$ cat src/sv/rbpf_pkg.sv
// package of constants, types and microcode for the resonator band-pass filter
package rbpf_pkg;

  // word widths
  localparam int STATE_WIDTH   = 40;
  localparam int SAMPLE_W      = 16;
  localparam int COEF_W        = 24;
  localparam int GAIN_W        = 23;
  localparam int LOG_W         = 3;
  localparam int CFG_W         = 24;
  localparam int CFG_IDX_W     = 2;
  localparam int FRAC_SHIFT    = 22;
  localparam int OUT_SHIFT     = 9;
  localparam int OPND_W        = STATE_WIDTH + 1;
  localparam int HI_W          = OPND_W - FRAC_SHIFT;
  localparam int LO_W          = FRAC_SHIFT + 1;
  localparam int MOP_W         = (HI_W > LO_W) ? HI_W : LO_W;
  localparam int PROD_W        = COEF_W + MOP_W;
  localparam int ACC_W         = STATE_WIDTH + 4;
  localparam int STEP_W        = 4;
  localparam int RAMP_W        = 8;
  localparam int RAMP_MAX      = 1 << ((1 << LOG_W) - 1);
  localparam int RAMP_LOG2_RST = 4;
  localparam int ROUND_HALF    = 1 << (FRAC_SHIFT - 1);
  localparam int OUT_HALF      = 1 << (OUT_SHIFT - 1);

  // register indexes
  typedef enum logic [CFG_IDX_W-1:0] {
    REG_TARGET_GAIN = 2'd0,
    REG_TARGET_FB1  = 2'd1,
    REG_TARGET_FB2  = 2'd2,
    REG_RAMP_LOG2   = 2'd3
  } cfg_reg_t;

  // microcode field codes
  typedef enum logic {
    JMP_NONE,
    JMP_NO_PEND
  } jmp_t;

  typedef enum logic [2:0] {
    ACC_NOP,
    ACC_LOAD_X,
    ACC_ADD_LO,
    ACC_ADD_HI,
    ACC_CLR
  } acc_op_t;

  typedef enum logic [1:0] {
    COEF_GAIN,
    COEF_FB1,
    COEF_FB2
  } coef_sel_t;

  typedef enum logic [1:0] {
    OPND_H1,
    OPND_H2,
    OPND_DIFF
  } opnd_sel_t;

  typedef enum logic {
    PART_LO,
    PART_HI
  } part_t;

  // one control word of the program
  typedef struct packed {
    jmp_t              jmp;
    logic [STEP_W-1:0] target;
    logic              arm;
    acc_op_t           acc_op;
    coef_sel_t         coef_sel;
    opnd_sel_t         opnd_sel;
    part_t             part;
    logic              save_w;
    logic              finish;
  } ctl_word_t;

  localparam logic [STEP_W-1:0] STEP_FILTER = 4'd2;

  // program store: arm, w = x + b1*w1 + b2*w2, v = a0*(w - w2), write back
  function automatic ctl_word_t ucode(input logic [STEP_W-1:0] addr);
    ctl_word_t cw;
    cw          = '0;
    cw.jmp      = JMP_NONE;
    cw.target   = STEP_FILTER;
    cw.acc_op   = ACC_NOP;
    cw.coef_sel = COEF_FB1;
    cw.opnd_sel = OPND_H1;
    cw.part     = PART_LO;
    unique case (addr)
      4'd0: begin
        cw.jmp = JMP_NO_PEND;
      end
      4'd1: begin
        cw.arm = 1'b1;
      end
      4'd2: begin
        cw.acc_op = ACC_LOAD_X;
      end
      4'd3: begin
        cw.acc_op = ACC_ADD_LO;
        cw.part   = PART_HI;
      end
      4'd4: begin
        cw.acc_op   = ACC_ADD_HI;
        cw.coef_sel = COEF_FB2;
        cw.opnd_sel = OPND_H2;
      end
      4'd5: begin
        cw.acc_op   = ACC_ADD_LO;
        cw.coef_sel = COEF_FB2;
        cw.opnd_sel = OPND_H2;
        cw.part     = PART_HI;
      end
      4'd6: begin
        cw.acc_op = ACC_ADD_HI;
      end
      4'd7: begin
        cw.save_w = 1'b1;
      end
      4'd8: begin
        cw.acc_op   = ACC_CLR;
        cw.coef_sel = COEF_GAIN;
        cw.opnd_sel = OPND_DIFF;
      end
      4'd9: begin
        cw.acc_op   = ACC_ADD_LO;
        cw.coef_sel = COEF_GAIN;
        cw.opnd_sel = OPND_DIFF;
        cw.part     = PART_HI;
      end
      4'd10: begin
        cw.acc_op = ACC_ADD_HI;
      end
      default: begin
        cw.finish = 1'b1;
      end
    endcase
    return cw;
  endfunction

endpackage

$ cat src/sv/resonator_bandpass_filter_unit.sv
// top level of the resonator band-pass filter: microcoded sequencer and datapath
//
//   port group   direction  beat content          flow control
//   in_*         input      sample_in, Q1.15      in_valid / in_stall
//   out_*        output     sample_out, Q1.15     out_valid / out_stall
//   cfg_*        input      index + data write    cfg_we, no wait
//
// each sample runs the microcode program after its beat, with an arming step added when a ramp
// is armed; the program runs three coefficient products over one shared multiplier,
// each product in two halves; the next beat is taken as soon as the program ends.
// synchronous active-low reset clears history, coefficients and the ramp, and arms a
// ramp to the reset targets for the first sample.
// a result held by out_stall keeps the program on its last step until it is taken.
module resonator_bandpass_filter_unit (
  input  logic                                 clk,
  input  logic                                 rst_n,
  input  logic                                 in_valid,
  output logic                                 in_stall,
  input  logic signed [rbpf_pkg::SAMPLE_W-1:0] in_sample_in,
  output logic                                 out_valid,
  input  logic                                 out_stall,
  output logic signed [rbpf_pkg::SAMPLE_W-1:0] out_sample_out,
  input  logic                                 cfg_we,
  input  logic [rbpf_pkg::CFG_IDX_W-1:0]       cfg_index,
  input  logic [rbpf_pkg::CFG_W-1:0]           cfg_data
);

  localparam int SW = rbpf_pkg::STATE_WIDTH;
  localparam int CW = rbpf_pkg::COEF_W;

  // configuration registers
  logic [rbpf_pkg::GAIN_W-1:0]          tgt_gain_r, tgt_gain_nxt;
  logic signed [CW-1:0]                 tgt_fb1_r, tgt_fb1_nxt;
  logic signed [CW-1:0]                 tgt_fb2_r, tgt_fb2_nxt;
  logic [rbpf_pkg::LOG_W-1:0]           ramp_log2_r, ramp_log2_nxt;

  // filter and ramp state
  logic signed [SW-1:0]                 hist1_r, hist1_nxt;
  logic signed [SW-1:0]                 hist2_r, hist2_nxt;
  logic signed [CW-1:0]                 cur_gain_r, cur_gain_nxt;
  logic signed [CW-1:0]                 cur_fb1_r, cur_fb1_nxt;
  logic signed [CW-1:0]                 cur_fb2_r, cur_fb2_nxt;
  logic signed [CW-1:0]                 stp_gain_r, stp_gain_nxt;
  logic signed [CW-1:0]                 stp_fb1_r, stp_fb1_nxt;
  logic signed [CW-1:0]                 stp_fb2_r, stp_fb2_nxt;
  logic [rbpf_pkg::RAMP_W-1:0]          ramp_left_r, ramp_left_nxt;
  logic [1:0]                           phase_r, phase_nxt;
  logic                                 pending_r, pending_nxt;

  // sequencer and datapath registers
  logic                                 busy_r, busy_nxt;
  logic [rbpf_pkg::STEP_W-1:0]          step_r, step_nxt;
  logic signed [rbpf_pkg::SAMPLE_W-1:0] x_r, x_nxt;
  logic signed [rbpf_pkg::ACC_W-1:0]    acc_r, acc_nxt;
  logic signed [rbpf_pkg::PROD_W-1:0]   prod_r, prod_nxt;
  logic signed [SW-1:0]                 w_r, w_nxt;
  logic signed [rbpf_pkg::OPND_W-1:0]   diff_r, diff_nxt;
  logic                                 out_valid_r, out_valid_nxt;
  logic signed [rbpf_pkg::SAMPLE_W-1:0] out_sample_r, out_sample_nxt;

  // combinational helpers
  rbpf_pkg::ctl_word_t                  ctl;
  logic                                 in_beat;
  logic                                 finish_go;
  logic signed [CW-1:0]                 coef;
  logic signed [rbpf_pkg::OPND_W-1:0]   opnd;
  logic signed [rbpf_pkg::MOP_W-1:0]    mop;
  logic signed [SW-1:0]                 w_sat;
  logic signed [rbpf_pkg::ACC_W-1:0]    v_shift;
  logic signed [rbpf_pkg::SAMPLE_W-1:0] y_sat;
  logic [1:0]                           phase_inc;

  // saturate a 25-bit value to 24 bits signed
  function automatic logic signed [CW-1:0] sat_coef(input logic signed [CW:0] v);
    logic signed [CW-1:0] r;
    if (v[CW] != v[CW-1]) begin
      r = v[CW] ? {1'b1, {(CW-1){1'b0}}} : {1'b0, {(CW-1){1'b1}}};
    end else begin
      r = v[CW-1:0];
    end
    return r;
  endfunction

  // ramp step: (target - current) >>> k, saturated
  function automatic logic signed [CW-1:0] ramp_step(input logic signed [CW:0] tgt,
                                                     input logic signed [CW-1:0] cur,
                                                     input logic [rbpf_pkg::LOG_W-1:0] k);
    logic signed [CW:0] d;
    d = tgt - (CW+1)'(cur);
    return sat_coef(d >>> k);
  endfunction

  assign ctl       = rbpf_pkg::ucode(step_r);
  assign in_stall  = busy_r;
  assign in_beat   = in_valid && !busy_r;
  assign finish_go = busy_r && ctl.finish && !(out_valid_r && out_stall);
  assign out_valid      = out_valid_r;
  assign out_sample_out = out_sample_r;

  // multiplier operand selection, one half of the state word at a time
  always_comb begin
    case (ctl.coef_sel)
      rbpf_pkg::COEF_GAIN: coef = cur_gain_r;
      rbpf_pkg::COEF_FB2:  coef = cur_fb2_r;
      default:             coef = cur_fb1_r;
    endcase
    case (ctl.opnd_sel)
      rbpf_pkg::OPND_H2:   opnd = (rbpf_pkg::OPND_W)'(hist2_r);
      rbpf_pkg::OPND_DIFF: opnd = diff_r;
      default:             opnd = (rbpf_pkg::OPND_W)'(hist1_r);
    endcase
    if (ctl.part == rbpf_pkg::PART_HI) begin
      mop = (rbpf_pkg::MOP_W)'(signed'(opnd[rbpf_pkg::OPND_W-1:rbpf_pkg::FRAC_SHIFT]));
    end else begin
      mop = {{(rbpf_pkg::MOP_W-rbpf_pkg::FRAC_SHIFT){1'b0}},
             opnd[rbpf_pkg::FRAC_SHIFT-1:0]};
    end
  end

  // saturation of w and of the output sample
  always_comb begin
    if (acc_r[rbpf_pkg::ACC_W-1:SW-1] != {(rbpf_pkg::ACC_W-SW+1){acc_r[rbpf_pkg::ACC_W-1]}})
    begin
      w_sat = acc_r[rbpf_pkg::ACC_W-1] ? {1'b1, {(SW-1){1'b0}}} : {1'b0, {(SW-1){1'b1}}};
    end else begin
      w_sat = acc_r[SW-1:0];
    end
    v_shift = (acc_r + (rbpf_pkg::ACC_W)'(rbpf_pkg::OUT_HALF)) >>> rbpf_pkg::OUT_SHIFT;
    if (v_shift[rbpf_pkg::ACC_W-1:rbpf_pkg::SAMPLE_W-1] !=
        {(rbpf_pkg::ACC_W-rbpf_pkg::SAMPLE_W+1){v_shift[rbpf_pkg::ACC_W-1]}}) begin
      y_sat = v_shift[rbpf_pkg::ACC_W-1] ? {1'b1, {(rbpf_pkg::SAMPLE_W-1){1'b0}}}
                                         : {1'b0, {(rbpf_pkg::SAMPLE_W-1){1'b1}}};
    end else begin
      y_sat = v_shift[rbpf_pkg::SAMPLE_W-1:0];
    end
    phase_inc = phase_r + 2'd1;
  end

  // next-state logic: configuration, sequencer, datapath and write back
  always_comb begin
    tgt_gain_nxt   = tgt_gain_r;
    tgt_fb1_nxt    = tgt_fb1_r;
    tgt_fb2_nxt    = tgt_fb2_r;
    ramp_log2_nxt  = ramp_log2_r;
    hist1_nxt      = hist1_r;
    hist2_nxt      = hist2_r;
    cur_gain_nxt   = cur_gain_r;
    cur_fb1_nxt    = cur_fb1_r;
    cur_fb2_nxt    = cur_fb2_r;
    stp_gain_nxt   = stp_gain_r;
    stp_fb1_nxt    = stp_fb1_r;
    stp_fb2_nxt    = stp_fb2_r;
    ramp_left_nxt  = ramp_left_r;
    phase_nxt      = phase_r;
    pending_nxt    = pending_r;
    busy_nxt       = busy_r;
    step_nxt       = step_r;
    x_nxt          = x_r;
    acc_nxt        = acc_r;
    w_nxt          = w_r;
    diff_nxt       = diff_r;
    out_sample_nxt = out_sample_r;
    out_valid_nxt  = out_valid_r && out_stall;
    prod_nxt       = (rbpf_pkg::PROD_W)'(coef) * (rbpf_pkg::PROD_W)'(mop);

    // input beat starts the program
    if (in_beat) begin
      x_nxt    = in_sample_in;
      busy_nxt = 1'b1;
      step_nxt = '0;
    end

    // step counter with conditional jump
    if (busy_r) begin
      if (ctl.finish) begin
        if (finish_go) begin
          busy_nxt = 1'b0;
          step_nxt = '0;
        end
      end else if (ctl.jmp == rbpf_pkg::JMP_NO_PEND && !pending_r) begin
        step_nxt = ctl.target;
      end else begin
        step_nxt = step_r + 1'b1;
      end
    end

    // arm a coefficient ramp
    if (busy_r && ctl.arm) begin
      stp_gain_nxt  = ramp_step((CW+1)'(signed'({2'b00, tgt_gain_r})), cur_gain_r,
                                ramp_log2_r);
      stp_fb1_nxt   = ramp_step((CW+1)'(tgt_fb1_r), cur_fb1_r, ramp_log2_r);
      stp_fb2_nxt   = ramp_step((CW+1)'(tgt_fb2_r), cur_fb2_r, ramp_log2_r);
      ramp_left_nxt = (rbpf_pkg::RAMP_W)'(1) << ramp_log2_r;
      phase_nxt     = 2'd0;
      pending_nxt   = 1'b0;
    end

    // accumulator
    if (busy_r) begin
      case (ctl.acc_op)
        rbpf_pkg::ACC_LOAD_X: acc_nxt = (rbpf_pkg::ACC_W)'(signed'({x_r, 9'b0}));
        rbpf_pkg::ACC_ADD_LO: acc_nxt = acc_r + (rbpf_pkg::ACC_W)'(
                                (prod_r + (rbpf_pkg::PROD_W)'(rbpf_pkg::ROUND_HALF))
                                >>> rbpf_pkg::FRAC_SHIFT);
        rbpf_pkg::ACC_ADD_HI: acc_nxt = acc_r + (rbpf_pkg::ACC_W)'(prod_r);
        rbpf_pkg::ACC_CLR:    acc_nxt = '0;
        default:              acc_nxt = acc_r;
      endcase
    end

    // keep w and w - w2 for the gain product
    if (busy_r && ctl.save_w) begin
      w_nxt    = w_sat;
      diff_nxt = (rbpf_pkg::OPND_W)'(w_sat) - (rbpf_pkg::OPND_W)'(hist2_r);
    end

    // write back: result, history shift and ramp step every third sample
    if (finish_go) begin
      out_sample_nxt = y_sat;
      out_valid_nxt  = 1'b1;
      hist2_nxt      = hist1_r;
      hist1_nxt      = w_r;
      phase_nxt      = phase_inc;
      if (phase_inc == 2'd3) begin
        phase_nxt = 2'd0;
        if (ramp_left_r != '0) begin
          if (ramp_left_r == (rbpf_pkg::RAMP_W)'(1)) begin
            cur_gain_nxt = (CW)'(tgt_gain_r);
            cur_fb1_nxt  = tgt_fb1_r;
            cur_fb2_nxt  = tgt_fb2_r;
          end else begin
            cur_gain_nxt = sat_coef((CW+1)'(cur_gain_r) + (CW+1)'(stp_gain_r));
            cur_fb1_nxt  = sat_coef((CW+1)'(cur_fb1_r) + (CW+1)'(stp_fb1_r));
            cur_fb2_nxt  = sat_coef((CW+1)'(cur_fb2_r) + (CW+1)'(stp_fb2_r));
          end
          ramp_left_nxt = ramp_left_r - 1'b1;
        end
      end
    end

    // configuration writes
    if (cfg_we) begin
      unique case (rbpf_pkg::cfg_reg_t'(cfg_index))
        rbpf_pkg::REG_TARGET_GAIN: begin
          tgt_gain_nxt = cfg_data[rbpf_pkg::GAIN_W-1:0];
          pending_nxt  = 1'b1;
        end
        rbpf_pkg::REG_TARGET_FB1: begin
          tgt_fb1_nxt = signed'(cfg_data);
          pending_nxt = 1'b1;
        end
        rbpf_pkg::REG_TARGET_FB2: begin
          tgt_fb2_nxt = signed'(cfg_data);
          pending_nxt = 1'b1;
        end
        rbpf_pkg::REG_RAMP_LOG2: begin
          ramp_log2_nxt = cfg_data[rbpf_pkg::LOG_W-1:0];
        end
        default: begin
          pending_nxt = pending_r;
        end
      endcase
    end
  end

  // state and registered outputs
  always_ff @(posedge clk) begin
    x_r          <= x_nxt;
    acc_r        <= acc_nxt;
    prod_r       <= prod_nxt;
    w_r          <= w_nxt;
    diff_r       <= diff_nxt;
    out_sample_r <= out_sample_nxt;
    if (!rst_n) begin
      tgt_gain_r  <= '0;
      tgt_fb1_r   <= '0;
      tgt_fb2_r   <= '0;
      ramp_log2_r <= (rbpf_pkg::LOG_W)'(rbpf_pkg::RAMP_LOG2_RST);
      hist1_r     <= '0;
      hist2_r     <= '0;
      cur_gain_r  <= '0;
      cur_fb1_r   <= '0;
      cur_fb2_r   <= '0;
      stp_gain_r  <= '0;
      stp_fb1_r   <= '0;
      stp_fb2_r   <= '0;
      ramp_left_r <= '0;
      phase_r     <= '0;
      pending_r   <= 1'b1;
      busy_r      <= 1'b0;
      step_r      <= '0;
      out_valid_r <= 1'b0;
    end else begin
      tgt_gain_r  <= tgt_gain_nxt;
      tgt_fb1_r   <= tgt_fb1_nxt;
      tgt_fb2_r   <= tgt_fb2_nxt;
      ramp_log2_r <= ramp_log2_nxt;
      hist1_r     <= hist1_nxt;
      hist2_r     <= hist2_nxt;
      cur_gain_r  <= cur_gain_nxt;
      cur_fb1_r   <= cur_fb1_nxt;
      cur_fb2_r   <= cur_fb2_nxt;
      stp_gain_r  <= stp_gain_nxt;
      stp_fb1_r   <= stp_fb1_nxt;
      stp_fb2_r   <= stp_fb2_nxt;
      ramp_left_r <= ramp_left_nxt;
      phase_r     <= phase_nxt;
      pending_r   <= pending_nxt;
      busy_r      <= busy_nxt;
      step_r      <= step_nxt;
      out_valid_r <= out_valid_nxt;
    end
  end

  // an input beat starts the program at its first step
  a_beat_starts: assert property (@(posedge clk) disable iff (!rst_n)
    in_valid && !in_stall |=> busy_r && step_r == '0)
    else $error("program did not start on input beat");

  // a result appears only from the write-back step
  a_out_from_finish: assert property (@(posedge clk) disable iff (!rst_n)
    $rose(out_valid_r) |-> $past(busy_r && ctl.finish))
    else $error("result raised outside write-back step");

  // ramp counter stays within the longest ramp
  a_ramp_bound: assert property (@(posedge clk) disable iff (!rst_n)
    ramp_left_r <= (rbpf_pkg::RAMP_W)'(rbpf_pkg::RAMP_MAX))
    else $error("ramp counter out of range");

  // phase counts modulo three
  a_phase_range: assert property (@(posedge clk) disable iff (!rst_n)
    phase_r != 2'd3)
    else $error("phase counter out of range");

endmodule

$ cat config.mk
export PLATFORM = sky130hd
export DESIGN_NAME = resonator_bandpass_filter_unit
export DESIGN_NICKNAME = d
export VERILOG_FILES = /design/src/sv/rbpf_pkg.sv /design/src/sv/resonator_bandpass_filter_unit.sv
export SDC_FILE = /design/constraint.sdc
export NUM_CORES = 2
export LEC_CHECK = 0
export BUFFER_PORTS_ARGS = -buffer_cell sky130_fd_sc_hd__buf_4
export CAP_MARGIN = 20
export CELL_PAD_IN_SITES_DETAIL_PLACEMENT = 1
export CELL_PAD_IN_SITES_GLOBAL_PLACEMENT = 1
export CORE_MARGIN = 5
export CORE_UTILIZATION = 45
export DETAILED_ROUTE_END_ITERATION = 16
export PLACE_DENSITY = 0.73
export SLEW_MARGIN = 20
export SYNTH_ARGS = -nofsm -noshare
export SYNTH_HDL_FRONTEND = slang
export SYNTH_SLANG_ARGS = --single-unit
$ cat constraint.sdc
create_clock -name clk -period 11.7 [get_ports clk]
set_clock_uncertainty 0.05 [all_clocks]
set_input_delay 0.585 -clock clk [delete_from_list [all_inputs] [get_ports clk]]
set_output_delay 0.585 -clock clk [all_outputs]
set_load 0.05 [all_outputs]
==> impl_metrics.py <==
metrics = {
    "setup_path": {
        "cp-startpoint": "step_r[0]",
        "crit-reg2reg-capture": "prod_r[44]",
        "critical-path-max-stage-delay_ns": 0.83,
        "crit_top_cell": "fa_1",
        "r2r_start": "step_r[0]",
        "crit_fanout": 57,
        "crit_cells": 30,
        "crit_buf_inv": 5,
        "cp-endpoint": "prod_r[44]",
        "r2r_slack_ns": 1.22,
        "crit_arrival_ns": 11.05,
        "worstRegToRegCells": 30,
        "cp_top_family": "adder cells",
        "start_kind": "flop",
        "crit_slowest_cell": "fa_1",
        "worstSetupEndpointType": "flop",
        "crit_type": "flop to flop",
        "required_ns": 12.27,
    },
    "floorplanning": {
        "initial_core_util_pct": 45.42,
        "rows": 129,
        "fp.coreArea_um2": 124100,
        "dieArea_um2": 132500,
        "ios": 65,
        "die_w_um": 364.0,
        "die_h_um": 364.0,
    },
    "yosys": {
        "synth_compound_area_share_pct": 19.34,
        "synth_top_family_by_area": "adder cells",
        "synth_mux_area_share_pct": 2.503,
        "synth.area.top_cells": "fa_1 (21%), dfxtp_1 (13%), edfxtp_1 (8.4%)",
        "synth_seq_area_share_pct": 21.22,
        "syn_inst": 6751,
        "synthXorXnorAreaFrac_pct": 4.441,
        "synth_top_area_share_pct": 21.09,
        "ys_ff_latch": 519,
        "synth_edf_count": 157,
        "ys_types": 105,
        "syn_area_per_cell_um2": 8.351,
        "synth_adder_area_share_pct": 29.32,
        "synth_warnings": 0,
        "yosys.area.top_type": "fa_1",
        "ys_async_sr_fraction_pct": 0,
        "ys.flop_type": "dfxtp_1",
        "syn_area_um2": 56380,
        "synth_nets": 7758,
        "synth-simple-area-share_pct": 15.02,
    },
    "grt": {
        "gr-total-overflow": 0,
        "grt_pass1_wl_um": 320300,
        "globalRouteTotalUtil_pct": 31.42,
        "grt_max_degree": 125,
        "first_global_vias": 52330,
        "antenna_found_initial": 5,
    },
    "routing": {
        "first_iter_violations": 3997,
        "post_drt_wl_per_cell_um": 25.31,
        "viasPerCell": 5.977,
        "via_count": 49890,
        "drc": 0,
        "drtAntennaViolNets": 0,
        "firstDrtPassIters": 6,
        "routed_wirelength_um": 211300,
    },
    "cts": {
        "cts_buffer_depth": 3,
        "htree_levels": 2,
        "tritoncts": "done",
        "cts_sinks": 519,
        "clk-insertion-delay-late_ns": 0.70,
        "numCtsBuffers": 61,
        "cts_root_buf": "clkbuf_16",
        "cts.clk_slew.worst_paths_ns": 0.06,
    },
    "sta": {
        "setup_viol": 0,
        "fin_tns_setup_ns": 0,
        "slew_headroom_pct": 20.12,
        "rsz0062_at_grt": "false",
        "clock.fmax_ghz": 0.09544,
        "tightest_slew_ns": 1.198,
        "hold_viol": 0,
        "fin_ws_ns": 1.222,
        "fin_crit_ns": 10.48,
        "min_period_over_period_pct": 89.56,
        "slew_violations": 0,
    },
    "cells_and_area": {
        "mostFrequentLayoutCells": "nand2_1 (928), inv_1 (866), fa_1 (594)",
        "syn_to_final_growth_pct": 7.730,
        "fillers": 14740,
        "final_common_cell": "nand2_1",
        "finish.utilization_pct": 48.94,
        "drive_gt1_share_pct": 6.113,
        "final_nets": 7666,
    },
    "power": {
        "intPower_mw": 3.293,
        "power_switching_share_pct": 29.27,
        "p_per_area_nw_per_um2": 76.66,
        "vdd.ir_drop.worst_v": 0.00009734,
        "p_switching_mw": 1.363,
        "clkPwrFrac_pct": 42.4,
        "power_frac_seq_pct": 41.2,
        "leakage_nw": 26.41,
        "p_comb_share_pct": 16.4,
    },
    "hold_path": {
        "hold_path.class": "input port to flop",
        "hold_depth": 1,
    },
    "status": {
        "outcome": "finished clean",
    },
    "placed_design": {
        "gp_congestion": 0.9388,
        "numPortBuffers": 64,
        "place_ws_ns": 1.268,
        "dp_hpwl_um": 167200,
    },
    "flow_run": {
        "maxCapViolCount": 0,
    },
}
-- synth_stat cells (56+ instances only) --
| cell type | number |
|---|---|
| dfxtp_1 | 362 |
| xor2_1 | 110 |
| and2_1 | 56 |
| a31oi_1 | 56 |
| a21o_1 | 163 |
| o21ai_0 | 351 |
| clkbuf_1 | 292 |
| nor2_1 | 488 |
| edfxtp_1 | 157 |
| nand2_1 | 928 |
| inv_1 | 867 |
| fa_1 | 594 |
| xnor2_1 | 174 |
| o21a_1 | 103 |
| mux2i_1 | 87 |
| ha_1 | 366 |
| a21oi_1 | 562 |
| nor3_1 | 63 |
| nand3_1 | 111 |
-- power groups by stage --
stage               clock, mW  sequential, mW  combinational, mW
global route             2.08            1.92              0.824
detailed placement          0            1.95              0.742
floorplan                   0            1.94              0.519
global placement            0            1.95              0.731
CTS                      2.00            1.91              0.752
finish                   1.98            1.92              0.765
-- layout make-up --
| cell class | count | area [um2] | area share (%) |
|---|---|---|---|
| Tap cell | 1637 | 2048 | 3.372 |
| Clock buffer | 85 | 1729 | 2.847 |
| Multi-Input combinational cell | 5020 | 39940 | 65.76 |
| Sequential cell | 519 | 11970 | 19.70 |
| Timing Repair Buffer | 186 | 1488 | 2.449 |
| Antenna cell | 3 | 7.507 | 0.01236 |
| Clock inverter | 26 | 282.8 | 0.4656 |
| Inverter | 871 | 3277 | 5.395 |
-- worst register-to-register path, delay by kind of cell (launching register included) --
family / cells / cell delay (ns)
adders and majority gates: 9 / 4.68
buffers and inverters: 5 / 0.87
xor gates and xnor gates: 1 / 0.15
muxes: 2 / 0.56
AOI/OAI and AO/OA: 9 / 2.53
DFF: 1 / 0.46
and+or+nand+nor: 4 / 1.14
-- state kept, by name, indices dropped and copies added, names as in the netlist, 2 cells and up --
| name | flops |
|---|---|
| phase_r | 2 |
| stp_fb1_r | 24 |
| stp_gain_r | 24 |
| out_sample_out | 16 |
| x_r | 16 |
| cur_fb2_r | 24 |
| stp_fb2_r | 24 |
| w_r | 40 |
| cur_gain_r | 24 |
| tgt_gain_r | 23 |
| cur_fb1_r | 24 |
| acc_r | 44 |
| hist1_r | 40 |
| tgt_fb2_r | 24 |
| ramp_log2_r | 3 |
| step_r | 4 |
| diff_r | 41 |
| hist2_r | 40 |
| tgt_fb1_r | 24 |
| prod_r | 47 |
| ramp_left_r | 8 |
-- routing by layer --
metal / up-vias / track usage, % / routed length, um
li1: 22480 / - / -
met3: 409 / 3.974 / 11840
met5: - / 0 / 0
met1: 25420 / 41.13 / 90230
met2: 1581 / 52.00 / 97530
met4: 0 / 14.80 / 11660
-- worst min-delay path by stage --
stage,from,endpoint,slack (ns)
6_report,in_sample_in[2],x_r[2],0.05
5_1_grt,in_sample_in[2],x_r[2],0.04
4_1_cts,in_sample_in[2],x_r[2],0.02
3_5_place_dp,hist2_r[12],hist2_r[12],0.40
3_3_place_gp,hist2_r[6],hist2_r[6],0.39
2_1_floorplan,hist2_r[10],hist2_r[10],0.39
-- metrics by stage --
stage	hold WS [ns]	cells	power, mW	instance area (um2)
floorplan	0.3863	6751	2.460	56380
CTS	0.01747	8344	4.667	60720
finish	0.04769	8347	4.656	60740
global route	0.03569	8344	4.819	60730
global placement	0.3929	8218	2.684	58550
detailed placement	0.3984	8218	2.695	58560
-- logic make-up (layout without fill, tap and decap cells) --
logic type	count (synthesis)	after routing
other	0	3
multiplexers	125	125
buffers and inverters	1212	1168
flip-flops	519	519
adder cells (fa/ha/maj)	966	966
AND/OR/NAND/NOR	1930	1930
AO/OA/AOI/OAI	1714	1714
XOR/XNOR	285	285
-- what timing repair did --
action                                 in CTS  in global routing
hold buffers                               15                  0
setup buffers                               0                  0
endpoints found under the hold margin      15                  0
gates resized for setup                     0                  0
Note: power is estimated with default switching activity, not from simulation.
